### src/rtl/core/lge_pkg.sv
`default_nettype none
package lge_pkg;

    // Command codes of an input beat.
    typedef enum logic [1:0] {
        CMD_WRITE   = 2'd0,
        CMD_READ    = 2'd1,
        CMD_ADVANCE = 2'd2,
        CMD_NONE    = 2'd3
    } lge_cmd_t;

    // Register indexes on the configuration port.
    localparam int unsigned REG_ROWS = 0;
    localparam int unsigned REG_COLS = 1;

    // B3/S23 neighbor counts.
    localparam logic [3:0] BORN_COUNT = 4'd3;
    localparam logic [3:0] KEEP_COUNT = 4'd2;

    // Smallest grid size that a register value is raised to.
    localparam int unsigned MIN_SIZE = 2;

    typedef enum logic [2:0] {
        ST_CLEAR,
        ST_IDLE,
        ST_FETCH,
        ST_LOAD_CUR,
        ST_LOAD_NXT,
        ST_CELL,
        ST_WRBACK,
        ST_DONE
    } lge_state_t;

endpackage
`default_nettype wire

### src/rtl/core/life_generation_engine.sv
`default_nettype none
// Cell grid engine for the B3/S23 rule (Conway's Game of Life). The block holds a grid of
// MAX_ROWS by MAX_COLS one-bit cells, of which the top-left rows_in_use by cols_in_use cells
// take part (register values below 2 act as 2, values above the maximum act as the maximum).
// Each input beat writes a cell, reads a cell, advances the active grid one generation, or
// does nothing; each beat returns exactly one result; cell_out carries the cell on a read
// and 0 otherwise, also for an address outside the active grid, whose write is dropped.
// Borders do not wrap and cells outside the active grid count as dead; cells beyond the
// active grid keep their values. The grid sits in a row-wide memory with one write port and
// one registered read port. A write or a read fetches its row through the read port, and a
// write then stores the row back with its one cell changed through the write port. On an
// advance a single neighbor-count and rule unit visits one cell per cycle out of three row
// buffers, and each row adds a write-back state and a load of the row below. After reset a
// clearing pass writes MAX_ROWS rows of dead cells, one row per cycle, and no input beat is
// taken until it is done; configuration writes are taken at all times. A finished result
// waits in an output register, and the next input beat is taken while it waits.
module life_generation_engine #(
    parameter int MAX_ROWS = 64,
    parameter int MAX_COLS = 64
) (
    input  wire logic        aclk,
    input  wire logic        aresetn,
    // Input channel.
    input  wire logic        s_valid,
    output logic             s_ready,
    input  wire logic [1:0]  s_command,
    input  wire logic [5:0]  s_row,
    input  wire logic [5:0]  s_column,
    input  wire logic        s_cell_in,
    // Result channel.
    output logic             m_valid,
    input  wire logic        m_ready,
    output logic             m_cell_out,
    // Configuration port.
    input  wire logic        psel,
    input  wire logic        penable,
    input  wire logic        pwrite,
    input  wire logic [2:0]  paddr,
    input  wire logic [31:0] pwdata,
    output logic [31:0]      prdata,
    output logic             pready
);
    import lge_pkg::*;

    // Index widths for the memory rows and the columns, and count widths for the sizes.
    localparam int RAW = $clog2(MAX_ROWS);
    localparam int CAW = $clog2(MAX_COLS);
    localparam int RW  = $clog2(MAX_ROWS + 1);
    localparam int CW  = $clog2(MAX_COLS + 1);

    // The grid, one memory word per row.
    logic [MAX_COLS-1:0] grid_mem [MAX_ROWS];
    logic [MAX_COLS-1:0] rd_data_reg;
    logic                mem_we;
    logic [RAW-1:0]      mem_waddr;
    logic [MAX_COLS-1:0] mem_wdata;
    logic [RAW-1:0]      mem_raddr;

    lge_state_t state_reg, state_next;

    logic [6:0]          rows_reg, cols_reg;
    logic [RAW-1:0]      r_reg, r_next;
    logic [CAW-1:0]      c_reg, c_next;
    lge_cmd_t            cmd_reg, cmd_next;
    logic                val_reg, val_next;
    logic                result_reg, result_next;
    logic                m_valid_reg, m_valid_next;
    logic                m_cell_out_reg, m_cell_out_next;

    // Row buffers: old row above, old current row, old row below, and the new current row.
    logic [MAX_COLS-1:0] prev_reg, prev_next;
    logic [MAX_COLS-1:0] cur_reg, cur_next;
    logic [MAX_COLS-1:0] nxt_reg, nxt_next;
    logic [MAX_COLS-1:0] new_reg, new_next;

    logic [RW-1:0]       eff_rows;
    logic [CW-1:0]       eff_cols;
    logic                in_grid;
    logic                accept;
    logic                out_load;
    logic                last_col;
    logic                last_row;
    logic                below_valid;
    logic                clear_done;
    logic [CAW-1:0]      idx_l, idx_r;
    logic                lv, rv;
    logic [3:0]          nbr_count;
    logic                rule_bit;
    logic                cfg_write;

    // Effective grid size after clamping the register values.
    always_comb begin
        if (32'(rows_reg) < 32'(MIN_SIZE)) begin
            eff_rows = RW'(MIN_SIZE);
        end else if (32'(rows_reg) > 32'(MAX_ROWS)) begin
            eff_rows = RW'(MAX_ROWS);
        end else begin
            eff_rows = RW'(rows_reg);
        end
        if (32'(cols_reg) < 32'(MIN_SIZE)) begin
            eff_cols = CW'(MIN_SIZE);
        end else if (32'(cols_reg) > 32'(MAX_COLS)) begin
            eff_cols = CW'(MAX_COLS);
        end else begin
            eff_cols = CW'(cols_reg);
        end
    end

    assign in_grid  = (32'(s_row) < 32'(eff_rows)) && (32'(s_column) < 32'(eff_cols));
    assign s_ready  = (state_reg == ST_IDLE);
    assign accept   = s_valid && s_ready;
    assign out_load = (state_reg == ST_DONE) && (!m_valid_reg || m_ready);

    assign last_col    = (32'(c_reg) + 32'd1) == 32'(eff_cols);
    assign last_row    = (32'(r_reg) + 32'd1) == 32'(eff_rows);
    assign below_valid = (32'(r_reg) + 32'd1) < 32'(eff_rows);
    assign clear_done  = (32'(r_reg) + 32'd1) == 32'(MAX_ROWS);

    // Shared neighbor-count and rule unit for the cell at column c_reg. A neighbor to the
    // left of column 0 or to the right of the last active column counts as dead.
    assign idx_l = CAW'(c_reg - CAW'(1));
    assign idx_r = CAW'(c_reg + CAW'(1));
    assign lv    = (c_reg != '0);
    assign rv    = !last_col;

    always_comb begin
        nbr_count = 4'(prev_reg[idx_l] & lv) + 4'(prev_reg[c_reg]) + 4'(prev_reg[idx_r] & rv)
                  + 4'(cur_reg[idx_l] & lv)                          + 4'(cur_reg[idx_r] & rv)
                  + 4'(nxt_reg[idx_l] & lv)  + 4'(nxt_reg[c_reg])  + 4'(nxt_reg[idx_r] & rv);
        if (nbr_count == BORN_COUNT) begin
            rule_bit = 1'b1;
        end else if (nbr_count == KEEP_COUNT) begin
            rule_bit = cur_reg[c_reg];
        end else begin
            rule_bit = 1'b0;
        end
    end

    // Next state.
    always_comb begin
        state_next = state_reg;
        unique case (state_reg)
            ST_CLEAR: begin
                if (clear_done) begin
                    state_next = ST_IDLE;
                end
            end
            ST_IDLE: begin
                if (s_valid) begin
                    if (s_command == CMD_ADVANCE) begin
                        state_next = ST_LOAD_CUR;
                    end else if ((s_command == CMD_WRITE || s_command == CMD_READ) && in_grid) begin
                        state_next = ST_FETCH;
                    end else begin
                        state_next = ST_DONE;
                    end
                end
            end
            ST_FETCH:    state_next = ST_DONE;
            ST_LOAD_CUR: state_next = ST_LOAD_NXT;
            ST_LOAD_NXT: state_next = ST_CELL;
            ST_CELL: begin
                if (last_col) begin
                    state_next = ST_WRBACK;
                end
            end
            ST_WRBACK: begin
                state_next = last_row ? ST_DONE : ST_LOAD_NXT;
            end
            ST_DONE: begin
                if (out_load) begin
                    state_next = ST_IDLE;
                end
            end
        endcase
    end

    // Datapath and memory control.
    always_comb begin
        r_next          = r_reg;
        c_next          = c_reg;
        cmd_next        = cmd_reg;
        val_next        = val_reg;
        result_next     = result_reg;
        prev_next       = prev_reg;
        cur_next        = cur_reg;
        nxt_next        = nxt_reg;
        new_next        = new_reg;
        m_valid_next    = m_valid_reg && !m_ready;
        m_cell_out_next = m_cell_out_reg;
        mem_we          = 1'b0;
        mem_waddr       = r_reg;
        mem_wdata       = new_reg;
        mem_raddr       = r_reg;

        unique case (state_reg)
            ST_CLEAR: begin
                mem_we    = 1'b1;
                mem_wdata = '0;
                r_next    = RAW'(r_reg + RAW'(1));
            end
            ST_IDLE: begin
                if (accept) begin
                    cmd_next    = lge_cmd_t'(s_command);
                    val_next    = s_cell_in;
                    result_next = 1'b0;
                    prev_next   = '0;
                    if (s_command == CMD_ADVANCE) begin
                        r_next    = '0;
                        mem_raddr = '0;
                    end else begin
                        r_next    = RAW'(s_row);
                        c_next    = CAW'(s_column);
                        mem_raddr = RAW'(s_row);
                    end
                end
            end
            ST_FETCH: begin
                if (cmd_reg == CMD_READ) begin
                    result_next = rd_data_reg[c_reg];
                end else begin
                    mem_we           = 1'b1;
                    mem_wdata        = rd_data_reg;
                    mem_wdata[c_reg] = val_reg;
                end
            end
            ST_LOAD_CUR: begin
                cur_next  = rd_data_reg;
                mem_raddr = RAW'(1);
            end
            ST_LOAD_NXT: begin
                nxt_next = below_valid ? rd_data_reg : '0;
                new_next = cur_reg;
                c_next   = '0;
            end
            ST_CELL: begin
                new_next[c_reg] = rule_bit;
                c_next          = CAW'(c_reg + CAW'(1));
            end
            ST_WRBACK: begin
                mem_we    = 1'b1;
                mem_wdata = new_reg;
                prev_next = cur_reg;
                cur_next  = nxt_reg;
                r_next    = RAW'(r_reg + RAW'(1));
                mem_raddr = RAW'(r_reg + RAW'(2));
            end
            ST_DONE: begin
                if (out_load) begin
                    m_valid_next    = 1'b1;
                    m_cell_out_next = result_reg;
                end
            end
        endcase
    end

    // Row-wide grid memory with a registered read port.
    always_ff @(posedge aclk) begin
        if (mem_we) begin
            grid_mem[mem_waddr] <= mem_wdata;
        end
        rd_data_reg <= grid_mem[mem_raddr];
    end

    // Control registers.
    always_ff @(posedge aclk) begin
        if (!aresetn) begin
            state_reg   <= ST_CLEAR;
            r_reg       <= '0;
            m_valid_reg <= 1'b0;
        end else begin
            state_reg   <= state_next;
            r_reg       <= r_next;
            m_valid_reg <= m_valid_next;
        end
    end

    // Payload registers.
    always_ff @(posedge aclk) begin
        c_reg          <= c_next;
        cmd_reg        <= cmd_next;
        val_reg        <= val_next;
        result_reg     <= result_next;
        prev_reg       <= prev_next;
        cur_reg        <= cur_next;
        nxt_reg        <= nxt_next;
        new_reg        <= new_next;
        m_cell_out_reg <= m_cell_out_next;
    end

    // Configuration registers. The word address in paddr[2] selects the register.
    assign cfg_write = psel && penable && pwrite && pready;

    always_ff @(posedge aclk) begin
        if (!aresetn) begin
            rows_reg <= 7'd64;
            cols_reg <= 7'd64;
        end else if (cfg_write) begin
            if (32'(paddr[2]) == REG_ROWS) begin
                rows_reg <= pwdata[6:0];
            end
            if (32'(paddr[2]) == REG_COLS) begin
                cols_reg <= pwdata[6:0];
            end
        end
    end

    assign pready     = 1'b1;
    assign prdata     = (32'(paddr[2]) == REG_COLS) ? {25'd0, cols_reg} : {25'd0, rows_reg};
    assign m_valid    = m_valid_reg;
    assign m_cell_out = m_cell_out_reg;

endmodule
`default_nettype wire

### config.mk
export PLATFORM = sky130hd
export DESIGN_NAME = life_generation_engine
export DESIGN_NICKNAME = d
export VERILOG_FILES = /design/src/rtl/core/lge_pkg.sv /design/src/rtl/core/life_generation_engine.sv
export SDC_FILE = /design/constraint.sdc
export NUM_CORES = 2
export LEC_CHECK = 0
export ABC_AREA = 0
export BUFFER_PORTS_ARGS = -buffer_cell sky130_fd_sc_hd__buf_4
export CAP_MARGIN = 20
export CORE_MARGIN = 8
export CORE_UTILIZATION = 49
export DETAILED_ROUTE_END_ITERATION = 10
export HOLD_SLACK_MARGIN = 0.02
export PLACE_DENSITY = 0.62
export SYNTH_ARGS = -nofsm -noshare
export SYNTH_HDL_FRONTEND = slang
export SYNTH_SLANG_ARGS = --single-unit
### constraint.sdc
create_clock -name aclk -period 9.1 [get_ports aclk]
set_input_delay 1.82 -clock aclk [delete_from_list [all_inputs] [get_ports aclk]]
set_output_delay 1.82 -clock aclk [all_outputs]
set_load 0.01 [all_outputs]
==> flow_summary.toml <==
[detailed_routing]
wl_per_cell_um = 33.22
ant_nets = 0
drt_iter0_drc = 14090
dr.pass1.iters = 6
drt_wl_total_um = 522500
viasPerCell = 6.569
drc = 0
vias = 103300

[floorplan]
io_pins = 93
die_h_um = 621.3
rows = 222
dieWidth_um = 621.3
core_um2 = 365300
dieArea_um2 = 386000
start_util = 0.4915

[sta]
worst_slew_pin_slew_ns = 1.221
worst_hold_slack_ns = 0.4213
setup_tns_ns = 0
fin_skew_ns = 0.05368
hold_viol_final = 0
final-setup-viol-count = 0
period_minus_slack_ns = 7.431
slew_headroom = 0.1754
final.period_utilization = 0.8166
maxSlewViolCount = 0
fmax_mhz = 134.6
rsz0062_at_grt = "no"

[clock_network]
root_buffer = "clkbuf_16"
cts_tree = "built"
insertion_delay_ns = 0.98
numCtsBuffers = 440
path_clk_slew_ns = 0.06
clock_sinks = 4451
postCtsSetupBuffers = 0
hold_buffers = 0
clockBufferDepth = 4
post_cts_resized = 0
htreeDepth = 5

[global_route]
grt_pass1_vias = 100500
grt_max_degree = 149
antenna_found_initial = 21
grt.total_usage = 0.2621
grt_first_pass_wirelength_um = 739400
overflow = 0

[worst_setup_path]
worst_setup_path_end_kind = "flop"
required_ns = 9.94
criticalPathCategory = "reg2reg"
worst-path-max-fanout = 77
reg2reg_slack_ns = 1.67
start_kind = "flop"
critPathArrivalTime_ns = 8.27

[finish]
final_util = 0.5506
regArea_um2 = 132800
num-fill-cells = 27780
area_growth_syn_to_layout_pct = 12.02
nNetsFinal = 10620
multi_input_area_um2 = 44470
max_flop_register = "grid_mem"
drive_gt1_frac = 0.1832
largest_register_ffs = 4096
final_area_um2 = 201100

[synthesis]
synth.distinct_cells = 85
ys.flop_type = "edfxtp_1"
yosys-top-cells-area = "edfxtp_1, mux4_2, nand2_1, and3_1, a211oi_1"
syn_avg_cell_area_um2 = 17.15
async_flop_share = 0
yosys.area.top_type = "edfxtp_1"
netlist_area_um2 = 179500
yosysWarnings = 0
synth_top_area_frac = 0.7297
syn_inst = 10470
ys_seq_area_frac = 0.7396
synth-seq-cells = 4451
synth-edff-count = 4363

[power_and_ir_drop]
peakVddDrop_v = 0.0001975
pwr_density_cell_nw_per_um2 = 212.9
p_leak_uw = 0.06932

[place]
gp_congestion = 0.8910
dp_hpwl_um = 283200
io_buffers = 39
place_area_um2 = 186900

[job]
drv_cap = 0

[min_path]
min_path_type = "reg2reg"

[outcome]
status = "finished, final reports clean"
## placed cells by master, fill, tap and decap left out, drive strengths merged, types with 63 or more instances in the layout
cell,synthesis,layout
a21oi,106,106
nor3,242,242
dfxtp,88,88
clkinv,2,199
or3,63,63
a221oi,63,63
nand2,1430,1430
o22ai,238,238
a211oi,247,247
a32o,91,91
nor2,146,146
buf,384,381
edfxtp,4363,4363
and3,366,366
a31oi,291,291
o21ai,120,120
a22oi,88,88
and2,187,187
nand3,171,171
mux2i,125,125
clkbuf,400,549
mux4,752,752
## routing by layer
| layer | GRT usage | up-vias | share of wire |
|---|---|---|---|
| met4 | 0.08295 | 4 | 0.037 |
| met2 | 0.4193 | 5948 | 0.47 |
| met5 | 0 | - | 0.000059 |
| met3 | 0.05339 | 989 | 0.11 |
| li1 | - | 42250 | - |
| met1 | 0.3645 | 54140 | 0.39 |
## per-stage QoR
stage	setup slack [ns]	std cells	power, µW
2_1_floorplan	2.810	10490	24330
3_3_place_gp	1.645	14900	25260
3_5_place_dp	1.788	14900	25290
4_1_cts	1.776	15720	42980
5_1_grt	1.315	15720	43870
6_report	1.669	15730	42820
## logic make-up after synthesis
kind of cell / count (synthesis) / synth area share
AOI/OAI and AO/OA: 1472 / 0.05959
adders and majority gates: 31 / 0.002328
muxes: 888 / 0.1020
other: 2 / 0.00004183
xor gates and xnor gates: 18 / 0.0008781
buffers and inverters: 804 / 0.02151
DFF: 4451 / 0.7396
and+or+nand+nor: 2803 / 0.07410
## final timing paths
kind / startpoint / endpoint / cells after the start
min reg2reg: result_reg / m_cell_out / 0
max reg2reg: c_reg[1] / new_reg[11] / 18
max: c_reg[1] / new_reg[11] / 18
min: result_reg / m_cell_out / 0
## power breakdown
group          total [µW]  leakage [µW]  internal (µW)  switching, µW
clock               17900       0.00693          10200           7760
combinational        2240        0.0175            745           1500
sequential          22600        0.0449          22400            259
total               42800        0.0693          33300           9520
## synth_stat cells (16+ instances only)
| master | count |
|---|---|
| edfxtp_1 | 4363 |
| nand2_1 | 1429 |
| mux4_2 | 752 |
| clkbuf_1 | 399 |
| and3_1 | 366 |
| a31oi_1 | 291 |
| a211oi_1 | 247 |
| nor3_1 | 241 |
| o22ai_1 | 238 |
| buf_2 | 200 |
| nand3_1 | 171 |
| and2_1 | 152 |
| nor2_1 | 144 |
| mux2i_1 | 125 |
| o21ai_0 | 120 |
| a21oi_1 | 106 |
| a32o_1 | 91 |
| a22oi_1 | 88 |
| dfxtp_1 | 88 |
| buf_4 | 84 |
| buf_1 | 66 |
| or3_1 | 63 |
| a221oi_1 | 62 |
| nor3b_1 | 57 |
| or4_1 | 57 |
| a2111oi_2 | 50 |
| and2_0 | 35 |
| a22o_1 | 34 |
| buf_6 | 31 |
| ha_1 | 27 |
| o31ai_1 | 20 |
| nand2b_1 | 19 |
| nor4_1 | 17 |
| a21boi_0 | 16 |
| inv_1 | 16 |
## worst max-delay path, stage by stage, from the launching register on
cell and delay [ns]:
edfxtp_1 0.60, clkinv_1 0.34, ha_4 1.07, buf_4 0.37, mux4_2 0.35, mux4_2 0.48
mux2i_1 0.27, nand2_1 0.09, o211a_1 0.18, fa_1 0.55, inv_1 0.05, fa_1 0.49
inv_1 0.05, ha_1 0.21, fa_1 0.43, o21ai_0 0.18, o2111a_2 0.58, buf_4 0.64
a32o_1 0.29
## layout make-up
cell class,instances,share of cell area
antenna,10,0.0001244
clock buffer,549,0.05773
sequential,4451,0.6602
clock inverter,264,0.01261
multi-input combinational,5238,0.2211
timing repair buffer,381,0.01787
inverter,20,0.0003733
tap,4816,0.02996
(Power assumes the default switching activity.)
